===== config.mk =====
export PLATFORM = sky130hd
export DESIGN_NAME = upsampled_sine_source_flat
export DESIGN_NICKNAME = d
export VERILOG_FILES = /design/src/sv/uss_pkg.sv /design/src/sv/uss_pitch_if.sv /design/src/sv/uss_sample_if.sv /design/src/sv/uss_cfg_if.sv /design/src/sv/upsampled_sine_source.sv /design/src/sv/uss_frame.sv /design/src/sv/uss_sine.sv /design/src/flat_wrapper.sv
export SDC_FILE = /design/constraint.sdc
export NUM_CORES = 2
export LEC_CHECK = 0
export BUFFER_PORTS_ARGS = -buffer_cell sky130_fd_sc_hd__clkbuf_2
export CORE_MARGIN = 2
export CORE_UTILIZATION = 34
export DETAILED_ROUTE_END_ITERATION = 8
export GPL_ROUTABILITY_DRIVEN = 0
export GPL_TIMING_DRIVEN = 0
export HOLD_SLACK_MARGIN = 0.05
export SLEW_MARGIN = 20
export SYNTH_ARGS = -nofsm -noshare
export SYNTH_HDL_FRONTEND = slang
export SYNTH_SLANG_ARGS = --single-unit

===== constraint.sdc =====
create_clock -name clk -period 16.8 [get_ports clk]
set_clock_uncertainty 0.2 [all_clocks]
set_input_delay 1.68 -clock clk [delete_from_list [all_inputs] [get_ports clk]]
set_output_delay 1.68 -clock clk [all_outputs]
set_load 0.1 [all_outputs]

===== src/sv/uss_pkg.sv =====
`timescale 1ns / 1ps
package uss_pkg;

  // configuration register indexes
  localparam logic CFG_SAMPLES_PER_FRAME = 1'b0;
  localparam logic CFG_STEP_SCALE        = 1'b1;

  // register reset values
  localparam logic [6:0]  SPF_RESET  = 7'd10;
  localparam logic [23:0] STEP_RESET = 24'd178957;

  // sine polynomial coefficients
  localparam logic [15:0] COEF_A = 16'd51466;
  localparam logic [14:0] COEF_B = 15'd21077;
  localparam logic [11:0] COEF_C = 12'd2383;

  localparam logic [16:0] SINE_MAX = 17'd32767;

  // one sample request from the frame sequencer to the sine pipeline
  typedef struct packed {
    logic [31:0] phase;
    logic        voiced;
    logic        last;
    logic        eos;
  } tok_t;

  // side information carried along the sine pipeline
  typedef struct packed {
    logic voiced;
    logic neg;
    logic last;
    logic eos;
  } flags_t;

endpackage


===== src/sv/uss_pitch_if.sv =====
`timescale 1ns / 1ps
interface uss_pitch_if;
  logic        valid;
  logic        ready;
  logic [15:0] pitch_hz;
  logic        final_frame;

  modport source (output valid, pitch_hz, final_frame, input ready);
  modport sink (input valid, pitch_hz, final_frame, output ready);
endinterface


===== src/sv/uss_sample_if.sv =====
`timescale 1ns / 1ps
interface uss_sample_if;
  logic               valid;
  logic               ready;
  logic signed [15:0] sample;
  logic               last_of_frame;
  logic               end_of_signal;

  modport source (output valid, sample, last_of_frame, end_of_signal, input ready);
  modport sink (input valid, sample, last_of_frame, end_of_signal, output ready);
endinterface


===== src/sv/uss_cfg_if.sv =====
`timescale 1ns / 1ps
interface uss_cfg_if;
  logic        valid;
  logic        ready;
  logic        index;
  logic [23:0] data;

  modport source (output valid, index, data, input ready);
  modport sink (input valid, index, data, output ready);
endinterface


===== src/sv/upsampled_sine_source.sv =====
`timescale 1ns / 1ps
// channel  | role   | payload
// cfg      | sink   | index (0 samples_per_frame, 1 step_scale), data[23:0]
// pitch    | sink   | pitch_hz[15:0] Q12.4, final_frame
// samples  | source | sample[15:0] Q1.15, last_of_frame, end_of_signal
//
// one sample leaves per cycle while ready on samples is high, and the next frame's
// first sample follows the previous frame's last without a gap when its request is
// already held. the first sample of a frame passes through the holding register,
// frame load, phase step, three polynomial stages and the output register.
// reset clears the phase and the pipeline and loads 10 samples per frame and
// a step scale of 178957; low ready on a waiting sample freezes the phase step
// and the sine stages, while the holding register and an idle frame slot fill.
module upsampled_sine_source
  import uss_pkg::*;
#(
  parameter int SINE_TABLE_ADDR_BITS  = 10,
  parameter int MAX_SAMPLES_PER_FRAME = 64
) (
  input  logic          clk,
  input  logic          rst,
  uss_cfg_if.sink       cfg,
  uss_pitch_if.sink     pitch,
  uss_sample_if.source  samples
);

  logic [6:0]  spf;
  logic [23:0] step_scale;
  logic        advance;
  logic        tok_valid;
  tok_t        tok;

  // configuration registers
  assign cfg.ready = !rst;

  always_ff @(posedge clk) begin
    if (rst) begin
      spf        <= SPF_RESET;
      step_scale <= STEP_RESET;
    end else if (cfg.valid) begin
      case (cfg.index)
        CFG_SAMPLES_PER_FRAME: spf        <= cfg.data[6:0];
        CFG_STEP_SCALE:        step_scale <= cfg.data;
        default:               ;
      endcase
    end
  end

  // pipeline moves whenever the output register is free or being drained
  assign advance = !samples.valid || samples.ready;

  uss_frame #(
    .MAX_SAMPLES_PER_FRAME(MAX_SAMPLES_PER_FRAME)
  ) u_frame (
    .clk       (clk),
    .rst       (rst),
    .pitch     (pitch),
    .spf       (spf),
    .step_scale(step_scale),
    .advance   (advance),
    .tok_valid (tok_valid),
    .tok       (tok)
  );

  uss_sine #(
    .SINE_TABLE_ADDR_BITS(SINE_TABLE_ADDR_BITS)
  ) u_sine (
    .clk      (clk),
    .rst      (rst),
    .advance  (advance),
    .tok_valid(tok_valid),
    .tok      (tok),
    .valid    (samples.valid),
    .sample   (samples.sample),
    .last     (samples.last_of_frame),
    .eos      (samples.end_of_signal)
  );

endmodule


===== src/sv/uss_frame.sv =====
`timescale 1ns / 1ps
module uss_frame
  import uss_pkg::*;
#(
  parameter int MAX_SAMPLES_PER_FRAME = 64
) (
  input  logic        clk,
  input  logic        rst,
  uss_pitch_if.sink   pitch,
  input  logic [6:0]  spf,
  input  logic [23:0] step_scale,
  input  logic        advance,
  output logic        tok_valid,
  output tok_t        tok
);

  localparam int CW = (MAX_SAMPLES_PER_FRAME > 1) ? $clog2(MAX_SAMPLES_PER_FRAME) : 1;

  // request holding register
  logic        hold_valid;
  logic [15:0] hold_pitch;
  logic        hold_final;

  // active frame
  logic          act_valid;
  logic [31:0]   act_inc;
  logic          act_voiced;
  logic          act_final;
  logic [CW-1:0] count;
  logic [CW-1:0] n_last;
  logic [31:0]   phase;

  logic          act_last;
  logic          load;
  logic          emit;
  logic [39:0]   prod;
  logic [39:0]   prod_rnd;
  logic [6:0]    spf_m1;
  logic [CW-1:0] n_last_new;
  logic [31:0]   phase_adv;

  assign act_last = act_valid && (count == n_last);
  assign emit     = advance && act_valid;
  assign load     = hold_valid && (!act_valid || (advance && act_last));
  assign pitch.ready = !rst && (!hold_valid || load);

  // phase increment, rounded Q12.4 times step scale
  assign prod     = 40'(hold_pitch) * 40'(step_scale);
  assign prod_rnd = prod + 40'd8;

  // clamp samples per frame to 1..max
  assign spf_m1 = spf - 7'd1;
  always_comb begin
    if (spf == 7'd0) begin
      n_last_new = '0;
    end else if (spf > 7'(MAX_SAMPLES_PER_FRAME)) begin
      n_last_new = CW'(MAX_SAMPLES_PER_FRAME - 1);
    end else begin
      n_last_new = spf_m1[CW-1:0];
    end
  end

  assign phase_adv = act_voiced ? (phase + act_inc) : phase;

  // holding register
  always_ff @(posedge clk) begin
    if (rst) begin
      hold_valid <= 1'b0;
    end else if (pitch.valid && pitch.ready) begin
      hold_valid <= 1'b1;
    end else if (load) begin
      hold_valid <= 1'b0;
    end
  end

  always_ff @(posedge clk) begin
    if (pitch.valid && pitch.ready) begin
      hold_pitch <= pitch.pitch_hz;
      hold_final <= pitch.final_frame;
    end
  end

  // active frame control
  always_ff @(posedge clk) begin
    if (rst) begin
      act_valid <= 1'b0;
      count     <= '0;
    end else if (load) begin
      act_valid <= 1'b1;
      count     <= '0;
    end else if (emit) begin
      if (act_last) begin
        act_valid <= 1'b0;
        count     <= '0;
      end else begin
        count <= count + CW'(1);
      end
    end
  end

  always_ff @(posedge clk) begin
    if (load) begin
      act_inc    <= prod_rnd[35:4];
      act_voiced <= (hold_pitch != 16'd0);
      act_final  <= hold_final;
      n_last     <= n_last_new;
    end
  end

  // phase accumulator, cleared after the last sample of a final frame
  always_ff @(posedge clk) begin
    if (rst) begin
      phase <= '0;
    end else if (emit) begin
      phase <= (act_last && act_final) ? 32'd0 : phase_adv;
    end
  end

  // sample request register
  always_ff @(posedge clk) begin
    if (rst) begin
      tok_valid <= 1'b0;
    end else if (advance) begin
      tok_valid <= act_valid;
    end
  end

  always_ff @(posedge clk) begin
    if (emit) begin
      tok.phase  <= phase_adv;
      tok.voiced <= act_voiced;
      tok.last   <= act_last;
      tok.eos    <= act_last && act_final;
    end
  end

`ifndef SYNTH
  a_phase_clear: assert property (@(posedge clk) disable iff (rst)
    emit && act_last && act_final |=> phase == 32'd0)
    else $error("phase not cleared after final frame");

  a_count_range: assert property (@(posedge clk) disable iff (rst)
    act_valid |-> count <= n_last)
    else $error("sample count past end of frame");

  a_load_start: assert property (@(posedge clk) disable iff (rst)
    load |=> act_valid && count == '0)
    else $error("frame load did not start at sample zero");

  a_hold_keep: assert property (@(posedge clk) disable iff (rst)
    hold_valid && !load |=> hold_valid && $stable(hold_pitch))
    else $error("held frame lost before load");
`endif

endmodule


===== src/sv/uss_sine.sv =====
`timescale 1ns / 1ps
module uss_sine
  import uss_pkg::*;
#(
  parameter int SINE_TABLE_ADDR_BITS = 10
) (
  input  logic               clk,
  input  logic               rst,
  input  logic               advance,
  input  logic               tok_valid,
  input  tok_t               tok,
  output logic               valid,
  output logic signed [15:0] sample,
  output logic               last,
  output logic               eos
);

  localparam int QB = SINE_TABLE_ADDR_BITS - 2;

  logic [SINE_TABLE_ADDR_BITS-1:0] addr;
  logic [1:0]  quad;
  logic [QB:0] r;
  logic [QB:0] x;
  logic [15:0] xn;
  logic [31:0] p1;

  // stage registers
  logic        v1, v2, v3;
  logic [15:0] xn1, xn2, xn3;
  logic [15:0] x21, x22;
  logic [14:0] t12;
  logic [15:0] t23;
  flags_t      f1, f2, f3;

  logic [27:0] p2;
  logic [30:0] p3;
  logic [31:0] p4;
  logic [16:0] y;
  logic [15:0] ys;

  // fold the phase into the first quadrant
  assign addr = tok.phase[31 -: SINE_TABLE_ADDR_BITS];
  assign quad = addr[SINE_TABLE_ADDR_BITS-1 -: 2];
  assign r    = {1'b0, addr[QB-1:0]};
  assign x    = quad[0] ? ((QB+1)'(1 << QB) - r) : r;
  assign xn   = 16'(x) << (15 - QB);
  assign p1   = xn * xn;

  // polynomial products
  assign p2 = 28'(x21) * 28'(COEF_C);
  assign p3 = 31'(x22) * 31'(t12);
  assign p4 = xn3 * t23;
  assign y  = p4[31:15];
  assign ys = (y > SINE_MAX) ? SINE_MAX[15:0] : y[15:0];

  // valid bits
  always_ff @(posedge clk) begin
    if (rst) begin
      v1    <= 1'b0;
      v2    <= 1'b0;
      v3    <= 1'b0;
      valid <= 1'b0;
    end else if (advance) begin
      v1    <= tok_valid;
      v2    <= v1;
      v3    <= v2;
      valid <= v3;
    end
  end

  // datapath
  always_ff @(posedge clk) begin
    if (advance) begin
      xn1       <= xn;
      x21       <= p1[30:15];
      f1.voiced <= tok.voiced;
      f1.neg    <= quad[1];
      f1.last   <= tok.last;
      f1.eos    <= tok.eos;

      xn2 <= xn1;
      x22 <= x21;
      t12 <= COEF_B - p2[27:15];
      f2  <= f1;

      xn3 <= xn2;
      t23 <= COEF_A - p3[30:15];
      f3  <= f2;

      if (!f3.voiced) begin
        sample <= 16'sd0;
      end else if (f3.neg) begin
        sample <= -$signed(ys);
      end else begin
        sample <= $signed(ys);
      end
      last <= f3.last;
      eos  <= f3.eos;
    end
  end

endmodule


===== src/flat_wrapper.sv =====
// flat-port wrapper written by rule: the top's interface ports become plain ports
module upsampled_sine_source_flat import uss_pkg::*;
#(
  parameter int SINE_TABLE_ADDR_BITS  = 10,
  parameter int MAX_SAMPLES_PER_FRAME = 64
)
  (clk, rst, cfg_valid, cfg_index, cfg_data, cfg_ready, pitch_valid, pitch_pitch_hz, pitch_final_frame, pitch_ready, samples_valid, samples_sample, samples_last_of_frame, samples_end_of_signal, samples_ready);
  uss_cfg_if cfg_i ();
  uss_pitch_if pitch_i ();
  uss_sample_if samples_i ();
  input  logic clk;
  input  logic rst;
  input wire logic [$bits(cfg_i.valid)-1:0] cfg_valid;
  input wire logic [$bits(cfg_i.index)-1:0] cfg_index;
  input wire logic [$bits(cfg_i.data)-1:0] cfg_data;
  output wire logic [$bits(cfg_i.ready)-1:0] cfg_ready;
  input wire logic [$bits(pitch_i.valid)-1:0] pitch_valid;
  input wire logic [$bits(pitch_i.pitch_hz)-1:0] pitch_pitch_hz;
  input wire logic [$bits(pitch_i.final_frame)-1:0] pitch_final_frame;
  output wire logic [$bits(pitch_i.ready)-1:0] pitch_ready;
  output wire logic [$bits(samples_i.valid)-1:0] samples_valid;
  output wire logic [$bits(samples_i.sample)-1:0] samples_sample;
  output wire logic [$bits(samples_i.last_of_frame)-1:0] samples_last_of_frame;
  output wire logic [$bits(samples_i.end_of_signal)-1:0] samples_end_of_signal;
  input wire logic [$bits(samples_i.ready)-1:0] samples_ready;
  assign cfg_i.valid = cfg_valid;
  assign cfg_i.index = cfg_index;
  assign cfg_i.data = cfg_data;
  assign cfg_ready = cfg_i.ready;
  assign pitch_i.valid = pitch_valid;
  assign pitch_i.pitch_hz = pitch_pitch_hz;
  assign pitch_i.final_frame = pitch_final_frame;
  assign pitch_ready = pitch_i.ready;
  assign samples_valid = samples_i.valid;
  assign samples_sample = samples_i.sample;
  assign samples_last_of_frame = samples_i.last_of_frame;
  assign samples_end_of_signal = samples_i.end_of_signal;
  assign samples_i.ready = samples_ready;
  upsampled_sine_source #(.SINE_TABLE_ADDR_BITS(SINE_TABLE_ADDR_BITS), .MAX_SAMPLES_PER_FRAME(MAX_SAMPLES_PER_FRAME)) u_core (.clk(clk), .rst(rst), .cfg(cfg_i), .pitch(pitch_i), .samples(samples_i));
endmodule

Word level (Yosys, flattened, before mapping)
Index checks and enable logic that the tools add are counted.
Word-level totals
  RAM bits: 0
  register bits: 288
  memory bits (read-only): 0
  latch bits: 0
  output and inout bits: 21
  memories kept: 0
Operators by class
  order comparisons: 2
  eq/ne operators: 1
  shifts and indexed selects: 0
  $mul: 5
  bitwise operators: 1
  div/mod/pow operators: 0
  $add $sub $neg: 8
  reductions and logical operators: 23
  multiplexer cells: 12
Operator list (number)
  2-to-1 mux 32 bit: 2
  adder 36 x 4 -> 36 bit (second input constant): 1
  multiplier 16 x 24 -> 36 bit: 1
  adder 32 bit: 1
  2-to-1 mux 16 bit: 2
  multiplier 16 x 15 -> 31 bit: 1
  multiplier 16 x 12 -> 28 bit (second input constant): 1
  multiplier 9 x 16 -> 25 bit: 1
  > comparator 17 x 15 -> 1 bit (second input constant): 1
  multiplier 9 x 9 -> 17 bit: 1
  negation 16 bit: 1
  nonzero test 16 bit: 1
  subtractor 16 bit (first input constant): 1
  subtractor 15 x 13 -> 15 bit (first input constant): 1
  2-to-1 mux 6 bit: 2
  2-to-1 mux 9 bit: 1
  subtractor 9 x 8 -> 9 bit (first input constant): 1
  > comparator 7 bit (second input constant): 1
  logical AND 1 bit: 7
  zero test 7 bit: 1
  adder 6 x 1 -> 6 bit (second input constant): 1
  equality test 6 bit: 1
  AND reduction 2 bit: 3
  nonzero test 2 bit: 3
  other kinds (6): 15

Logic depth before layout (Yosys ltp)
  depth after elaboration: 9
  gate-level depth with buffers: 33

Hierarchy
A second synthesis with hierarchy kept.
Unflattened totals
  cell total of the unflattened synthesis: 4316
  area, all modules: 41337.1 µm²
Modules (own cells, without submodules)
  uss_sine: cells an instance 2240, times used 1, area each 21634.5 µm²
  uss_frame: cells an instance 1960, times used 1, area each 18435.2 µm²
  upsampled_sine_source: cells an instance 116, times used 1, area each 1267.5 µm²

Worst setup path before layout
Ideal clock, no wire load.
  path type: input -> output
  start: input port samples_ready
  end: output port pitch_ready
  arrival time: 6.152 ns
  path slack: 8.768 ns
  stages: 5
  cells stage by stage: nor2b_1 -> inv_1 -> nand2_1 -> and2_1 -> a21oi_1
On the way
  cells in the longest elaborated chain, start to end: 6
Ends and longest elaborated chain
  from (decl): line flat_wrapper.sv:25  | input wire logic [$bits(samples_i.ready)-1:0] samples_ready;
  logical OR 1 bit: line upsampled_sine_source.sv:50  | assign advance = !samples.valid || samples.ready;
  logical AND 1 bit: line uss_frame.sv:44  | assign load = hold_valid && (!act_valid || (advance && act_last));
  logical OR 1 bit: line uss_frame.sv:44
  logical AND 1 bit: line uss_frame.sv:44
  logical OR 1 bit: line uss_frame.sv:45  | assign pitch.ready = !rst && (!hold_valid || load);
  logical AND 1 bit: line uss_frame.sv:45
  to (decl): line flat_wrapper.sv:20  | output wire logic [$bits(pitch_i.ready)-1:0] pitch_ready;
No other way between the ends.

Worst setup path after layout
  start: register u_core.u_sine.xn3[9]
  end: register u_core.u_sine.sample[14], data pin
On the way
  cells in the longest elaborated chain, start to end: 5
Ends and longest elaborated chain
  from (decl): line uss_sine.sv:29  | logic [15:0] xn1, xn2, xn3;
  from (signal assigned): line uss_sine.sv:86  | xn3 <= xn2;
  multiplier 9 x 16 -> 25 bit *: line uss_sine.sv:52  | assign p4 = xn3 * t23;
  > comparator 17 x 15 -> 1 bit: line uss_sine.sv:54  | assign ys = (y > SINE_MAX) ? SINE_MAX[15:0] : y[15:0];
  2-to-1 mux 16 bit *: line uss_sine.sv:54
  negation 16 bit: line uss_sine.sv:93  | sample <= -$signed(ys);
  2-to-1 mux 16 bit *: line uss_sine.sv:92  | end else if (f3.neg) begin
  to (signal assigned): line uss_sine.sv:93
  to (signal assigned): line uss_sine.sv:95  | sample <= $signed(ys);
  to (decl): line uss_sine.sv:13  | output logic signed [15:0] sample,
Every way passes the cells marked *; elsewhere a longest branch is shown, timed or not.
A chain may end at the register's enable or synchronous reset.

==> flow_metrics.env <==
export IMPL_wl_met1_um=41100
export IMPL_area_delta_synth_final_pct=8.75
export IMPL_ys_seq_elements=264
export IMPL_max_stage_delay_ps=570
export IMPL_start_util_pct=34.2
export IMPL_cts_root_buf="clkbuf_16"
export IMPL_drt_initial_drc_count=1389
export IMPL_htreeDepth=1
export IMPL_grt_max_degree=84
export IMPL_n_antenna_cell=0
export IMPL_numPortBuffers=67
export IMPL_timing_final_crit_share_pct=49.4
export IMPL_cts_tree="yes"
export IMPL_end_kind="register"
export IMPL_drt_pass1_iter_count=5
export IMPL_cts_sinks=264
export IMPL_cp_common_cell="fa_1"
export IMPL_avgSynthCellArea_um2=9.46
export IMPL_final_cell_count_no_fill=5786
export IMPL_fp_dieW_um=343
export IMPL_postCtsSetupBuffers=0
export IMPL_cts_path_max_buffers=3
export IMPL_synth_ff_type="edfxtp_1"
export IMPL_dp_hpwl_um=75600
export IMPL_yosysWarnings=0
export IMPL_crit_path_max_fanout=10
export IMPL_numCtsBuffers=31
export IMPL_synth_edff_count=188
export IMPL_io_pin_count=68
export IMPL_hold_path_class="reg -> reg"
export IMPL_grt_pass1_wl_um=151000
export IMPL_fin_crit_ps=8300
export IMPL_setup_viol=0
export IMPL_hold_violations=0
export IMPL_ys_top_cells_by_area="fa_1, edfxtp_1, ha_1, inv_1, nand2_1"
export IMPL_layout_commonest_cell="inv_1"
export IMPL_async_flop_share_pct=0
export IMPL_routed_wl_um=90900
export IMPL_route_met2_wl_um=43000
export IMPL_wl_met3_um=4730
export IMPL_num_rows=124
export IMPL_status="complete, no violations"
export IMPL_final_cell_mix="inv_1, fa_1, nand2_1"
export IMPL_hold_depth=0
export IMPL_cts_resized_gates=0
export IMPL_coreArea_um2=114000
export IMPL_topRoutingLayerUsed="met4"
export IMPL_synthCells=4132
export IMPL_grt_usage_pct=15.8
export IMPL_insertion_delay_ps=600
export IMPL_dp_cells=5728
export IMPL_dieHeight_um=343
export IMPL_nets=5339
export IMPL_wl_per_cell_um=15.7
export IMPL_drv_cap=0
export IMPL_syn_area_um2=39100
export IMPL_hold_buffers=0
export IMPL_globalRouteOverflowTotal=0
export IMPL_dieArea_um2=118000
export IMPL_vias_per_cell=4.77
export IMPL_post_synth_num_cell_types=77
export IMPL_setup_total_negative_slack_ps=0
export IMPL_final_core_util_pct=37.2
export IMPL_num_vias=27600
export IMPL_grt_pass1_vias=28800
export IMPL_path_clk_slew_ps=60
export IMPL_route_detailed_drc=0
export IMPL_cp_start_kind="register"
export IMPL_reg2reg_slack_ps=8500
export IMPL_cp_required_ps=16950
export IMPL_max_freq_mhz=121
export IMPL_antenna_left=0
export IMPL_synth_top_area_share_pct=34.3
export IMPL_antenna_found_initial=0
export IMPL_reg2reg_depth=32
export IMPL_rsz0062_at_grt="false"
export IMPL_cpMaxStageDelayCell="fa_1"
export IMPL_drive_above_1_share_pct=3.46
export IMPL_synth_seq_area_share_pct=18.3
export IMPL_synth_largest_area_cell="fa_1"
export IMPL_worst_pin_slew_ps=1060
export IMPL_report_final_slew_viol_count=0
export IMPL_worstSetupPathType="reg -> reg"
export IMPL_worstPathArrival_ps=8450
export IMPL_slew_limit_headroom_pct=28.6
[final timing paths]
check,start,endpoint
worst min register to register,u_core.u_sine.xn1[12]$_DFFE_PN_,u_core.u_sine.xn2[12]$_DFFE_PN_
worst max register to register,u_core.u_sine.xn3[9]$_DFFE_PN_,u_core.u_sine.sample[14]$_SDFFCE_PN0N_
worst min-delay path,u_core.u_sine.xn1[12]$_DFFE_PN_,u_core.u_sine.xn2[12]$_DFFE_PN_
worst max-delay path,u_core.u_sine.xn3[9]$_DFFE_PN_,u_core.u_sine.sample[14]$_SDFFCE_PN0N_
[metrics by stage]
stage          worst slack [ps]  hold slack (ps)  area (um^2)
3_3_place_gp               7450              202        41400
2_1_floorplan              8770              200        39100
3_5_place_dp               8550              205        41400
5_1_grt                    7930              223        42500
6_report                   8500              218        42500
4_1_cts                    8520              212        42500
[critical path, delay by kind of cell (launching register included)]
| kind | cells | cell delay (ps) |
|---|---|---|
| xor+xnor | 2 | 320 |
| flops | 1 | 520 |
| compound gates | 9 | 1690 |
| buf+inv | 7 | 1250 |
| fa+ha+maj | 6 | 2590 |
| simple gates | 8 | 1460 |
[cell type report]
cell class | count | area [um^2]
Inverter | 779 | 2930
Fill cell | 11600 | 71700
Buffer | 164 | 618
Clock inverter | 18 | 213
Timing Repair Buffer | 69 | 383
Multi-Input combinational cell | 2940 | 28400
Sequential cell | 264 | 7170
Clock buffer | 40 | 861
Tap cell | 1512 | 1890
[sequential cells by signal, indices dropped and copies added, names as in the netlist, 4 cells and up]
name / flops
u_core.u_sine.f1: 4
u_core.u_frame.hold_pitch: 16
u_core.u_frame.phase: 32
u_core.u_sine.f2: 4
u_core.u_sine.x21: 15
u_core.u_sine.f3: 4
u_core.u_sine.xn3: 9
u_core.u_frame.tok: 13
u_core.u_sine.sample: 16
u_core.u_frame.n_last: 6
u_core.u_sine.x22: 15
u_core.u_sine.t12: 15
u_core.u_sine.xn2: 9
u_core.step_scale: 24
u_core.u_frame.count: 6
u_core.spf: 7
u_core.u_sine.t23: 16
u_core.u_sine.xn1: 9
u_core.u_frame.act_inc: 32
[per-layer routing]
metal	global-route usage (%)	vias up
li1	-	13100
met1	21.4	13800
met2	26.6	579
met3	2.34	124
met4	3.82	0
met5	0	-
[synth_stat cells (all sizes together) (22+ instances only)]
cell	instances
ha	373
a22oi	22
dfxtp	76
xor2	64
clkbuf	157
o21a	24
nor3	31
nand3	47
xnor2	105
edfxtp	188
nand2	651
o21ai	67
and2	279
fa	670
inv	777
a21o	60
nor2	149
a21oi	141
[kinds of logic (layout without fill, tap and decap cells)]
logic type / after synthesis / count (layout) / synth area share (%)
xor+xnor: 169 / 169 / 3.79
buf+inv: 943 / 1070 / 9.06
compound gates: 432 / 432 / 7.19
other cells: 2 / 17 / 0.0192
fa+ha+maj: 1043 / 1043 / 46.3
flops: 264 / 264 / 18.3
mux: 14 / 14 / 0.387
simple gates: 1265 / 1265 / 15.0
Power is left out: the tool's default activity adds up to more than one toggle a clock period on the data nets, which glitch-free logic cannot reach.
